$ cat src/rtl/waf_pkg.sv
// windowed average forecast: shared types, register indexes, reset values
// no dependencies; used by the interfaces, the top level and the testbench
package waf_pkg;

    localparam int FIELD_W   = 16;
    localparam int CFG_IDX_W = 2;

    typedef logic [FIELD_W-1:0]   t_field;
    typedef logic [CFG_IDX_W-1:0] t_cfg_idx;

    // configuration register indexes
    localparam t_cfg_idx REG_HUM_THR  = 2'd0;
    localparam t_cfg_idx REG_TEMP_THR = 2'd1;
    localparam t_cfg_idx REG_PRES_THR = 2'd2;

    localparam t_field HUM_THR_RST  = 16'd5000;
    localparam t_field TEMP_THR_RST = 16'd3000;
    localparam t_field PRES_THR_RST = 16'd150;

    // channel select for the shared divider
    typedef logic [1:0] t_chan;
    localparam t_chan CH_HUM  = 2'd0;
    localparam t_chan CH_TEMP = 2'd1;
    localparam t_chan CH_PRES = 2'd2;

    typedef enum logic [3:0] {
        ST_IDLE   = 4'b0001,
        ST_UPDATE = 4'b0010,
        ST_DIV    = 4'b0100,
        ST_DONE   = 4'b1000
    } t_state;

endpackage

$ cat src/rtl/waf_if.sv
// windowed average forecast: sample, result and configuration channels
// depends on waf_pkg
interface waf_sample_if;
    logic            valid;
    logic            ready;
    waf_pkg::t_field humidity_sample;
    waf_pkg::t_field temperature_sample;
    waf_pkg::t_field pressure_sample;

    modport source (output valid, humidity_sample, temperature_sample, pressure_sample,
                    input ready);
    modport sink   (input valid, humidity_sample, temperature_sample, pressure_sample,
                    output ready);
endinterface

interface waf_result_if;
    logic            valid;
    logic            ready;
    waf_pkg::t_field avg_humidity;
    waf_pkg::t_field avg_temperature;
    waf_pkg::t_field avg_pressure;
    logic            wet_flag;
    logic            hot_flag;
    logic            sunny_flag;

    modport source (output valid, avg_humidity, avg_temperature, avg_pressure,
                    wet_flag, hot_flag, sunny_flag, input ready);
    modport sink   (input valid, avg_humidity, avg_temperature, avg_pressure,
                    wet_flag, hot_flag, sunny_flag, output ready);
endinterface

interface waf_cfg_if;
    logic              valid;
    logic              ready;
    waf_pkg::t_cfg_idx index;
    waf_pkg::t_field   data;

    modport source (output valid, index, data, input ready);
    modport sink   (input valid, index, data, output ready);
endinterface

$ cat src/rtl/waf_div.sv
// windowed average forecast: restoring divider, one quotient bit per cycle
// no package dependencies; instantiated by the top level
module waf_div #(
    parameter int SUM_W = 21,
    parameter int CNT_W = 5
) (
    input  logic             i_clk,
    input  logic             i_rst_n,
    input  logic             i_start,
    input  logic [SUM_W-1:0] i_dividend,
    input  logic [CNT_W-1:0] i_divisor,
    output logic             o_busy,
    output logic             o_done,
    output logic [SUM_W-1:0] o_quot
);

    localparam int STEP_W = $clog2(SUM_W + 1);

    logic              r_busy;
    logic              r_done;
    logic [STEP_W-1:0] r_step;
    logic [CNT_W-1:0]  r_rem;
    logic [CNT_W-1:0]  r_div;
    logic [SUM_W-1:0]  r_shift;

    logic [CNT_W:0]    rem_sh;
    logic [CNT_W:0]    diff;
    logic              ge;

    // dividend bits leave at the top while quotient bits enter at the bottom
    always_comb begin
        rem_sh = {r_rem, r_shift[SUM_W-1]};
        diff   = rem_sh - {1'b0, r_div};
        ge     = rem_sh >= {1'b0, r_div};
    end

    always_ff @(posedge i_clk) begin
        if (!i_rst_n) begin
            r_busy <= 1'b0;
            r_done <= 1'b0;
            r_step <= '0;
        end else begin
            r_done <= 1'b0;
            if (i_start) begin
                r_busy <= 1'b1;
                r_step <= STEP_W'(SUM_W);
            end else if (r_busy) begin
                r_step <= r_step - 1'b1;
                if (r_step == STEP_W'(1)) begin
                    r_busy <= 1'b0;
                    r_done <= 1'b1;
                end
            end
        end
    end

    always_ff @(posedge i_clk) begin
        if (i_start) begin
            r_rem   <= '0;
            r_div   <= i_divisor;
            r_shift <= i_dividend;
        end else if (r_busy) begin
            r_rem   <= ge ? diff[CNT_W-1:0] : rem_sh[CNT_W-1:0];
            r_shift <= {r_shift[SUM_W-2:0], ge};
        end
    end

    assign o_busy = r_busy;
    assign o_done = r_done;
    assign o_quot = r_shift;

endmodule

$ cat src/rtl/windowed_average_forecast_top.sv
// windowed average forecast: ring windows, running sums, shared divider, flags
// depends on waf_pkg, the channel interfaces in waf_if and waf_div
//
//   port      | dir | moves
//   ----------+-----+-------------------------------------------------
//   i_sample  | in  | one item: humidity, temperature, pressure sample
//   o_result  | out | one item: three averages and wet/hot/sunny flags
//   i_cfg     | in  | threshold write: register index and 16-bit data
//
// an item passes through update and then one division per channel in turn: the
// one-bit-per-cycle divider runs SUM_W steps for each of the three channels.
// i_sample is ready only while the sequencer is idle; a finished result waits
// in the output register; a later item may wait in done. i_cfg is always ready.
// synchronous active-low reset clears sums, fill count, ring slot and control.
module windowed_average_forecast_top #(
    parameter int WINDOW      = 20,
    parameter int SAMPLE_BITS = 16
) (
    input  logic               i_clk,
    input  logic               i_rst_n,
    waf_sample_if.sink         i_sample,
    waf_result_if.source       o_result,
    waf_cfg_if.sink            i_cfg
);

    localparam int CNT_W  = $clog2(WINDOW + 1);
    localparam int SLOT_W = (WINDOW > 1) ? $clog2(WINDOW) : 1;
    localparam int SUM_W  = SAMPLE_BITS + CNT_W;
    localparam int CMP_W  = (SAMPLE_BITS > waf_pkg::FIELD_W) ? SAMPLE_BITS
                                                              : waf_pkg::FIELD_W;

    waf_pkg::t_state r_state;

    waf_pkg::t_field r_hum_thr;
    waf_pkg::t_field r_temp_thr;
    waf_pkg::t_field r_pres_thr;

    logic [SAMPLE_BITS-1:0] r_new_h, r_new_t, r_new_p;
    logic [SUM_W-1:0]       r_sum_h, r_sum_t, r_sum_p;
    logic [CNT_W-1:0]       r_fill;
    logic [SLOT_W-1:0]      r_slot;
    waf_pkg::t_chan         r_ch;
    logic [SAMPLE_BITS-1:0] r_avg_h, r_avg_t, r_avg_p;

    logic [3*SAMPLE_BITS-1:0] r_mem [WINDOW];
    logic [3*SAMPLE_BITS-1:0] r_rd;

    logic                   r_out_valid;
    waf_pkg::t_field        r_out_h, r_out_t, r_out_p;
    logic                   r_wet, r_hot, r_sunny;

    logic                   in_acc;
    logic                   full;
    logic                   div_start;
    logic                   div_busy;
    logic                   div_done;
    logic [SUM_W-1:0]       div_quot;
    logic [SUM_W-1:0]       dividend;
    logic [SAMPLE_BITS-1:0] quot;
    logic                   out_free;

    assign in_acc   = i_sample.valid && i_sample.ready;
    assign full     = (r_fill == CNT_W'(WINDOW));
    assign out_free = !r_out_valid || o_result.ready;
    assign quot     = div_quot[SAMPLE_BITS-1:0];

    // configuration writes
    assign i_cfg.ready = 1'b1;

    always_ff @(posedge i_clk) begin
        if (!i_rst_n) begin
            r_hum_thr  <= waf_pkg::HUM_THR_RST;
            r_temp_thr <= waf_pkg::TEMP_THR_RST;
            r_pres_thr <= waf_pkg::PRES_THR_RST;
        end else if (i_cfg.valid && i_cfg.ready) begin
            unique case (i_cfg.index)
                waf_pkg::REG_HUM_THR:  r_hum_thr  <= i_cfg.data;
                waf_pkg::REG_TEMP_THR: r_temp_thr <= i_cfg.data;
                waf_pkg::REG_PRES_THR: r_pres_thr <= i_cfg.data;
                default: ;
            endcase
        end
    end

    // ring memory: old entry read at the accept edge, new entry written in update
    always_ff @(posedge i_clk) begin
        if (r_state == waf_pkg::ST_UPDATE) begin
            r_mem[r_slot] <= {r_new_p, r_new_t, r_new_h};
        end
        r_rd <= r_mem[r_slot];
    end

    always_ff @(posedge i_clk) begin
        if (in_acc) begin
            r_new_h <= SAMPLE_BITS'(i_sample.humidity_sample);
            r_new_t <= SAMPLE_BITS'(i_sample.temperature_sample);
            r_new_p <= SAMPLE_BITS'(i_sample.pressure_sample);
        end
    end

    always_comb begin
        case (r_ch)
            waf_pkg::CH_HUM:  dividend = r_sum_h;
            waf_pkg::CH_TEMP: dividend = r_sum_t;
            default:          dividend = r_sum_p;
        endcase
    end

    assign div_start = (r_state == waf_pkg::ST_DIV) && !div_busy && !div_done;

    waf_div #(
        .SUM_W (SUM_W),
        .CNT_W (CNT_W)
    ) u_div (
        .i_clk      (i_clk),
        .i_rst_n    (i_rst_n),
        .i_start    (div_start),
        .i_dividend (dividend),
        .i_divisor  (r_fill),
        .o_busy     (div_busy),
        .o_done     (div_done),
        .o_quot     (div_quot)
    );

    // sequencer
    always_ff @(posedge i_clk) begin
        if (!i_rst_n) begin
            r_state <= waf_pkg::ST_IDLE;
            r_sum_h <= '0;
            r_sum_t <= '0;
            r_sum_p <= '0;
            r_fill  <= '0;
            r_slot  <= '0;
            r_ch    <= waf_pkg::CH_HUM;
        end else begin
            unique case (r_state)
                waf_pkg::ST_IDLE: begin
                    if (in_acc) begin
                        r_state <= waf_pkg::ST_UPDATE;
                    end
                end
                waf_pkg::ST_UPDATE: begin
                    // drop the oldest sample once the window is full
                    r_sum_h <= r_sum_h + SUM_W'(r_new_h)
                             - (full ? SUM_W'(r_rd[SAMPLE_BITS-1:0]) : '0);
                    r_sum_t <= r_sum_t + SUM_W'(r_new_t)
                             - (full ? SUM_W'(r_rd[2*SAMPLE_BITS-1:SAMPLE_BITS]) : '0);
                    r_sum_p <= r_sum_p + SUM_W'(r_new_p)
                             - (full ? SUM_W'(r_rd[3*SAMPLE_BITS-1:2*SAMPLE_BITS]) : '0);
                    if (!full) begin
                        r_fill <= r_fill + 1'b1;
                    end
                    r_slot  <= (r_slot == SLOT_W'(WINDOW - 1)) ? '0 : r_slot + 1'b1;
                    r_ch    <= waf_pkg::CH_HUM;
                    r_state <= waf_pkg::ST_DIV;
                end
                waf_pkg::ST_DIV: begin
                    if (div_done) begin
                        if (r_ch == waf_pkg::CH_PRES) begin
                            r_state <= waf_pkg::ST_DONE;
                        end else begin
                            r_ch <= r_ch + 1'b1;
                        end
                    end
                end
                waf_pkg::ST_DONE: begin
                    if (out_free) begin
                        r_state <= waf_pkg::ST_IDLE;
                    end
                end
                default: r_state <= waf_pkg::ST_IDLE;
            endcase
        end
    end

    always_ff @(posedge i_clk) begin
        if (r_state == waf_pkg::ST_DIV && div_done) begin
            case (r_ch)
                waf_pkg::CH_HUM:  r_avg_h <= quot;
                waf_pkg::CH_TEMP: r_avg_t <= quot;
                default:          r_avg_p <= quot;
            endcase
        end
    end

    assign i_sample.ready = (r_state == waf_pkg::ST_IDLE);

    // output register
    always_ff @(posedge i_clk) begin
        if (!i_rst_n) begin
            r_out_valid <= 1'b0;
        end else if (r_state == waf_pkg::ST_DONE && out_free) begin
            r_out_valid <= 1'b1;
        end else if (o_result.ready) begin
            r_out_valid <= 1'b0;
        end
    end

    always_ff @(posedge i_clk) begin
        if (r_state == waf_pkg::ST_DONE && out_free) begin
            r_out_h <= waf_pkg::t_field'(r_avg_h);
            r_out_t <= waf_pkg::t_field'(r_avg_t);
            r_out_p <= waf_pkg::t_field'(r_avg_p);
            r_wet   <= CMP_W'(r_avg_h) > CMP_W'(r_hum_thr);
            r_hot   <= CMP_W'(r_avg_t) > CMP_W'(r_temp_thr);
            r_sunny <= CMP_W'(r_avg_p) > CMP_W'(r_pres_thr);
        end
    end

    assign o_result.valid           = r_out_valid;
    assign o_result.avg_humidity    = r_out_h;
    assign o_result.avg_temperature = r_out_t;
    assign o_result.avg_pressure    = r_out_p;
    assign o_result.wet_flag        = r_wet;
    assign o_result.hot_flag        = r_hot;
    assign o_result.sunny_flag      = r_sunny;

    // checks
    a_fill_range: assert property (@(posedge i_clk) disable iff (!i_rst_n)
        r_fill <= CNT_W'(WINDOW))
        else $error("fill count beyond window");

    a_slot_tracks_fill: assert property (@(posedge i_clk) disable iff (!i_rst_n)
        !full |-> (CNT_W'(r_slot) == r_fill))
        else $error("ring slot out of step with fill count");

    a_accept_to_update: assert property (@(posedge i_clk) disable iff (!i_rst_n)
        in_acc |=> (r_state == waf_pkg::ST_UPDATE))
        else $error("accepted item did not start an update");

    a_div_nonzero: assert property (@(posedge i_clk) disable iff (!i_rst_n)
        div_start |-> (r_fill != '0))
        else $error("divider started with zero count");

    a_result_after_done: assert property (@(posedge i_clk) disable iff (!i_rst_n)
        ($past(r_state) == waf_pkg::ST_DONE && r_state == waf_pkg::ST_IDLE)
            |-> r_out_valid)
        else $error("result not loaded on leaving done");

endmodule

$ cat src/flat_wrapper.sv
// flat-port wrapper written by rule: the top's interface ports become plain ports
module windowed_average_forecast_top_flat 
#(
    parameter int WINDOW      = 20,
    parameter int SAMPLE_BITS = 16
)
  (i_clk, i_rst_n, i_sample_valid, i_sample_humidity_sample, i_sample_temperature_sample, i_sample_pressure_sample, i_sample_ready, o_result_valid, o_result_avg_humidity, o_result_avg_temperature, o_result_avg_pressure, o_result_wet_flag, o_result_hot_flag, o_result_sunny_flag, o_result_ready, i_cfg_valid, i_cfg_index, i_cfg_data, i_cfg_ready);
  waf_sample_if i_sample_i ();
  waf_result_if o_result_i ();
  waf_cfg_if i_cfg_i ();
  input  logic i_clk;
  input  logic i_rst_n;
  input wire logic [$bits(i_sample_i.valid)-1:0] i_sample_valid;
  input wire logic [$bits(i_sample_i.humidity_sample)-1:0] i_sample_humidity_sample;
  input wire logic [$bits(i_sample_i.temperature_sample)-1:0] i_sample_temperature_sample;
  input wire logic [$bits(i_sample_i.pressure_sample)-1:0] i_sample_pressure_sample;
  output wire logic [$bits(i_sample_i.ready)-1:0] i_sample_ready;
  output wire logic [$bits(o_result_i.valid)-1:0] o_result_valid;
  output wire logic [$bits(o_result_i.avg_humidity)-1:0] o_result_avg_humidity;
  output wire logic [$bits(o_result_i.avg_temperature)-1:0] o_result_avg_temperature;
  output wire logic [$bits(o_result_i.avg_pressure)-1:0] o_result_avg_pressure;
  output wire logic [$bits(o_result_i.wet_flag)-1:0] o_result_wet_flag;
  output wire logic [$bits(o_result_i.hot_flag)-1:0] o_result_hot_flag;
  output wire logic [$bits(o_result_i.sunny_flag)-1:0] o_result_sunny_flag;
  input wire logic [$bits(o_result_i.ready)-1:0] o_result_ready;
  input wire logic [$bits(i_cfg_i.valid)-1:0] i_cfg_valid;
  input wire logic [$bits(i_cfg_i.index)-1:0] i_cfg_index;
  input wire logic [$bits(i_cfg_i.data)-1:0] i_cfg_data;
  output wire logic [$bits(i_cfg_i.ready)-1:0] i_cfg_ready;
  assign i_sample_i.valid = i_sample_valid;
  assign i_sample_i.humidity_sample = i_sample_humidity_sample;
  assign i_sample_i.temperature_sample = i_sample_temperature_sample;
  assign i_sample_i.pressure_sample = i_sample_pressure_sample;
  assign i_sample_ready = i_sample_i.ready;
  assign o_result_valid = o_result_i.valid;
  assign o_result_avg_humidity = o_result_i.avg_humidity;
  assign o_result_avg_temperature = o_result_i.avg_temperature;
  assign o_result_avg_pressure = o_result_i.avg_pressure;
  assign o_result_wet_flag = o_result_i.wet_flag;
  assign o_result_hot_flag = o_result_i.hot_flag;
  assign o_result_sunny_flag = o_result_i.sunny_flag;
  assign o_result_i.ready = o_result_ready;
  assign i_cfg_i.valid = i_cfg_valid;
  assign i_cfg_i.index = i_cfg_index;
  assign i_cfg_i.data = i_cfg_data;
  assign i_cfg_ready = i_cfg_i.ready;
  windowed_average_forecast_top #(.WINDOW(WINDOW), .SAMPLE_BITS(SAMPLE_BITS)) u_core (.i_clk(i_clk), .i_rst_n(i_rst_n), .i_sample(i_sample_i), .o_result(o_result_i), .i_cfg(i_cfg_i));
endmodule
$ cat config.mk
export PLATFORM = sky130hd
export DESIGN_NAME = windowed_average_forecast_top_flat
export DESIGN_NICKNAME = d
export VERILOG_FILES = /design/src/rtl/waf_pkg.sv /design/src/rtl/waf_if.sv /design/src/rtl/waf_div.sv /design/src/rtl/windowed_average_forecast_top.sv /design/src/flat_wrapper.sv
export SDC_FILE = /design/constraint.sdc
export NUM_CORES = 2
export LEC_CHECK = 0
export BUFFER_PORTS_ARGS = -buffer_cell sky130_fd_sc_hd__buf_4
export CAP_MARGIN = 40
export CORE_MARGIN = 4
export CORE_UTILIZATION = 60
export CTS_CLUSTER_DIAMETER = 50
export DETAILED_ROUTE_END_ITERATION = 10
export GPL_TIMING_DRIVEN = 1
export PLACE_DENSITY = 0.77
export SYNTH_ARGS = -nofsm -noshare
export SYNTH_HDL_FRONTEND = slang
export SYNTH_SLANG_ARGS = --single-unit
$ cat constraint.sdc
create_clock -name i_clk -period 5.3 [get_ports i_clk]
set_input_delay 1.06 -clock i_clk [delete_from_list [all_inputs] [get_ports i_clk]]
set_output_delay 1.06 -clock i_clk [all_outputs]
set_load 0.005 [all_outputs]
### Yosys cells after proc, flatten, opt, wreduce, memory -nomap -nowiden

Memories as Yosys holds them, arrays and structs flattened. A register that Yosys moved wholly into a read port is not among the register bits.
Cells that the tools add are included.

* bits in registers: 313
* word-level logic and storage cells: 118
* memory bits (writable): 960
* output and inout port bits: 54
* memories kept: 1
* bits of input ports: 71

Memories
* u_core.r_mem: depth 20, width 48, rd ports 1, clocked after Yosys merged registers in 1, wr ports 1, line windowed_average_forecast_top.sv:45 `logic [3*SAMPLE_BITS-1:0] r_mem [WINDOW];`

* $lt $le $gt $ge: 4
* bitwise logic cells: 4
* reductions and logical operators: 26
* $add $sub $neg: 11
* muxes and demuxes: 26
* eq/ne operators: 16

Operator list (count)
* $add 21x16->21: 3
* $sub 21x21->21: 3
* $gt 16x16->1: 3
* $mux 16: 3
* $mux 21: 2
* $pmux 21 s2: 1
* $mux 5: 4
* $mux 4: 4
* $pmux 4 s4: 1
* $reduce_and 2->1: 7
* $add 5x1->5 const B: 2
* $eq 5x5->1 const B: 2
* $mux 1: 8
* $ne 2x2->1 const B: 4
* $ge 6x5->1: 1
* $reduce_bool 2->1: 3
* $eq 5x1->1 const B: 1
* $logic_and 1x1->1: 5
* $sub 5x1->5 const B: 1
* $sub 5x5->5: 1
* $eq 2x1->1 const B: 2
* $eq 2x2->1 const B: 2
* $eq 4x1->1 const B: 1
* $eq 4x2->1 const B: 1
* other kinds (14): 22

### Longest topological paths before layout

* depth in word-level cells: 4
* depth in mapped cells: 17
* gate-level depth less buffers: 16

### Cells and area by module

A second synthesis with hierarchy kept.

* cell total of the unflattened synthesis: 3308
* area total of the unflattened synthesis: 54860.1 µm²

Modules (own cells, without submodules)
* windowed_average_forecast_top: seq. area each 36765.3 µm², cells each 3170, times used 1, area an instance 53078.4 µm²
* waf_div: seq. area each 1021.0 µm², cells each 138, times used 1, area an instance 1781.7 µm²

### Least setup slack after synthesis

No wires, ideal clock.

* path type: input-to-reg
* start: input port o_result_ready
* end: register u_core.r_out_h[0], in the netlist u_core.o_result.avg_humidity[0], enable pin
* data arrival time: 3.480 ns
* path buffers: 0
* required time: 4.834 ns
* cell stages on the path: 2
* path slack: 1.354 ns
* path through: nand2b_1 -> nor2b_1

* cells in the longest elaborated chain, start to end: 2

RTL lines
* start: declaration: line flat_wrapper.sv:25 `input wire logic [$bits(o_result_i.ready)-1:0] o_result_ready;`
* $logic_or 1x1->1: line windowed_average_forecast_top.sv:64 `assign out_free = !r_out_valid || o_result.ready;`
* $logic_and 1x1->1: line windowed_average_forecast_top.sv:200 `if (r_state == waf_pkg::ST_DONE && out_free) begin`
* end signal: assignment: line windowed_average_forecast_top.sv:201 `r_out_h <= waf_pkg::t_field'(r_avg_h);`
* end: declaration: line windowed_average_forecast_top.sv:49 `waf_pkg::t_field r_out_h, r_out_t, r_out_p;`

Every way passes these cells.
A chain may end at the register's enable or synchronous reset.

### Worst setup path after layout

* start: register u_core.r_fill[1]
* end: register u_core.r_sum_t[18]

* cells in the longest elaborated chain, start to end: 3

RTL lines
* start: declaration: line windowed_average_forecast_top.sv:40 `logic [CNT_W-1:0] r_fill;`
* start signal: assignment: line windowed_average_forecast_top.sv:151 `r_fill <= r_fill + 1'b1;`
* $eq 5x5->1: line windowed_average_forecast_top.sv:63 `assign full = (r_fill == CNT_W'(WINDOW));`
* $mux 16: line windowed_average_forecast_top.sv:147 `- (full ? SUM_W'(r_rd[2*SAMPLE_BITS-1:SAMPLE_BITS]) : '0);`
* $sub 21x21->21: line windowed_average_forecast_top.sv:147
* end signal: assignment: line windowed_average_forecast_top.sv:146 `r_sum_t <= r_sum_t + SUM_W'(r_new_t)`
* end: declaration: line windowed_average_forecast_top.sv:39 `logic [SUM_W-1:0] r_sum_h, r_sum_t, r_sum_p;`

Every way passes these cells.

==> run metrics <==
sw frac=22.1%; final setup vio count=0; CP required=5.99 ns; top-area cell type share of the netlist area=62.3%; CP max stage delay=0.50 ns; PostCTS Resize Cnt=0; Die Wd=310 um; Tmin final=4.28 ns; largest net degree at the start of global routing=140; placed cell areas=57400 um^2; GRT overflow=0; port bufs=123; core footprint=90100 um^2; post-DP HPWL=81.2 mm; Worst VDD drop=315 uV; slew margin rel.=35.6%; Post-Synthesis Cells=3372; power consumption=22.1 mW; total number of vias=31100; CP max stage cell=buf_4; Post-synth top flop=edfxtp_1; Root Driver=clkbuf_16; Final TNS setup=0 ns; PwrDens=357 nW/um^2; final wirelength=137 mm; layout net count=3804; RSZ-0062 raised after global routing=no; kind of critical path=reg2reg; fin crit share=80.7%; H-tree depth=4; Flop pwr share=52.1%; initial DRC count=3741; Worst EP arrival=4.96 ns; antenna-violating nets left=0; RD Place Congestion=0.938; site row count=110; status=complete, no violations; area grow syn2layout=13.3%; area leader, netlist=edfxtp_1; Synth Cell Area=54600 um^2; DRC=0; Yosys cell types=79; element type at the critical path end=register; TritonCTS clock tree=done; clk_skew=0.0167 ns; share of layout cells above drive strength 1=19.2%; Clk Latency, worst-skew pair=0.75 ns; Finished Cell Area=61900 um^2; CTS clk-pin slew, worst paths=0.06 ns; CP max FO=50; Int Pwr=17.2 mW; first-pass GRT wire length=205 mm; max-cap violations=0; Yosys warnings=0; Slew Limit Fails=0; WL/cell=28.2 um; number of global-route vias before repair=31600; DRT Pass-1 Iters=5; CTS Sinks=1321; sequential area share after synthesis=69.2%; Reg area=37800 um^2; Clock Tree Buf Depth=3; number of synthesized flops with an enable pin=1133; # hold bufs at CTS=0; Min-Delay Path Class=reg2reg; synth top area cells=edfxtp_1 62%, mux4_2 9.9%, dfxtp_1 6.9%; Synth async-reset ratio=0%; antenna violations before repair=1; fin util=68.6%; clock buffer count from CTS=142; Worst Tran Pin Value=0.964 ns; fill count=5751; full die area=95900 um^2; Net Sw Power=4.88 mW; chip height=310 um; Vias/cell=6.40; Ports=125; Clk pwr share=43.0%; Comb pwr share=4.8%; Post-CTS Repair Setup Buffers=0; CP startpoint kind=register; syn nets=3619; CP Cell Sequence=inv_1, ha_1, and4b_1, buf_4, and2_1, ha_1, inv_1, ha_1, inv_1, fa_1, and2b_1, o211ai_2, a31o_1, o211ai_2, a21oi_1, or4b_1, nand3_1; Avg Cell Area, Syn=16.2 um^2; f_max=234 MHz; leakage=20.9 nW; area taken by multi-input logic gates=15300 um^2; Fin. Hold Viols=0; GRT Overall Usage=29.2%; FF+latch count, synth=1321; Initial Utilization=60.6%
[final timing paths]
check                                          from                           endpoint  slack [ns]  cells past startpoint
setup / recovery      u_core.r_fill[1]$_SDFFE_PN0P_    u_core.r_sum_t[18]$_SDFFE_PN0P_        1.02                     17
hold / removal    u_core.r_hum_thr[13]$_SDFFE_PN0P_  u_core.r_hum_thr[13]$_SDFFE_PN0P_        0.45                      2
hold reg to reg   u_core.r_hum_thr[13]$_SDFFE_PN0P_  u_core.r_hum_thr[13]$_SDFFE_PN0P_        0.45                      2
setup reg to reg      u_core.r_fill[1]$_SDFFE_PN0P_    u_core.r_sum_t[18]$_SDFFE_PN0P_        1.02                     17
[cell usage after synthesis (5+ instances only)]
cell type  count
mux2i_1       30
a31oi_1       35
nand4_1       27
buf_1         12
xor2_1        26
a211oi_1      18
nor2b_1       16
nand2_1      252
inv_1        284
mux2_2        22
a22o_1         5
o21ai_0       87
and3_1        13
a21o_1        37
nor3_1        40
ha_1         127
nand3_1       27
nand3b_1       5
xnor2_1       19
edfxtp_1    1133
or3_1          5
and2_1        53
o21ai_1        5
nor2_1       118
clkbuf_1     104
fa_1          49
nand4b_1       5
o211ai_1      24
a21oi_1      127
o21a_1        12
nand2b_1      18
buf_2         31
a22oi_1       47
mux4_2       240
a221o_1       53
dfxtp_1      188
[flip-flops by register name (all words and copies together), names as in the netlist, 21 cells and up]
| name | count |
|---|---|
| u_core.r_sum_p | 21 |
| u_core.u_div.o_quot | 21 |
| u_core.r_rd | 48 |
| u_core.r_sum_t | 21 |
| u_core.r_sum_h | 21 |
| u_core.r_mem | 960 |
[routing by layer]
layer | share of wire [%] | global-route usage, % | routed length, um
met3 | 8.4 | 5.18 | 11600
met1 | 39 | 39.9 | 53200
met4 | 3.7 | 11.4 | 5050
met2 | 49 | 47.7 | 67100
met5 | 0 | 0 | 0
[power groups by stage]
stage	Combinational [mW]	Clock, mW	Sequential (mW)
after global placement	1.02	0	11.7
final	1.07	9.50	11.5
after CTS	1.06	9.61	11.5
after floorplan	0.731	0	11.7
after global routing	1.18	10.1	11.5
after detailed placement	1.05	0	11.7
[cell type report]
class / count / share of cell area [%]
antenna: 1 / 0.00404
tap: 1176 / 2.38
timing repair buffer: 197 / 2.85
clock buffer: 196 / 6.34
multi-input combinational: 1611 / 24.7
clock inverter: 66 / 0.930
inverter: 284 / 1.72
sequential: 1321 / 61.1
[through the flow]
step	std cells	hold WS, ns	worst slack, ns
5_1_grt	4851	0.454	0.825
4_1_cts	4851	0.433	1.06
2_1_floorplan	3372	0.423	1.35
3_3_place_gp	4575	0.434	1.26
6_report	4852	0.454	1.02
3_5_place_dp	4589	0.443	1.18
[critical path, delay by kind of cell, from the launching register on]
kind | cells | cell delay [ns]
and+or+nand+nor | 5 | 1.27
adders and majority gates | 4 | 1.06
buffers and inverters | 4 | 0.75
AOI/OAI and AO/OA | 4 | 0.73
DFF | 1 | 0.35
[placed cells by master (no fill, tap or decap), drive strengths merged, types with 6 or more instances in the layout]
cell type	count
o21ai	92
a31oi	35
a21o	37
o21a	12
nand2b	18
inv	301
fa	49
xnor2	19
nand2	252
a22oi	47
nor2	118
and3	13
dfxtp	188
mux4	240
and2	54
clkbuf	196
nor2b	16
buf	197
nand3	27
mux2	23
xor2	26
mux2i	30
a221o	53
nand4	27
ha	127
edfxtp	1133
clkinv	39
a21oi	127
a211oi	18
clkinvlp	7
o31ai	6
o211ai	26
nor3	41
[cell families (layout without fill, tap and decap cells)]
family / count (synthesis) / after routing / share of synthesized area (%)
DFF: 1321 / 1321 / 69.2
and+or+nand+nor: 607 / 607 / 5.28
xor gates and xnor gates: 45 / 45 / 0.722
muxes: 293 / 293 / 10.9
adders and majority gates: 176 / 176 / 4.71
other: 1 / 2 / 0.00687
buffers and inverters: 440 / 743 / 3.16
AOI/OAI and AO/OA: 489 / 489 / 6.00
No activity file was read; power rests on OpenSTA's default activity.
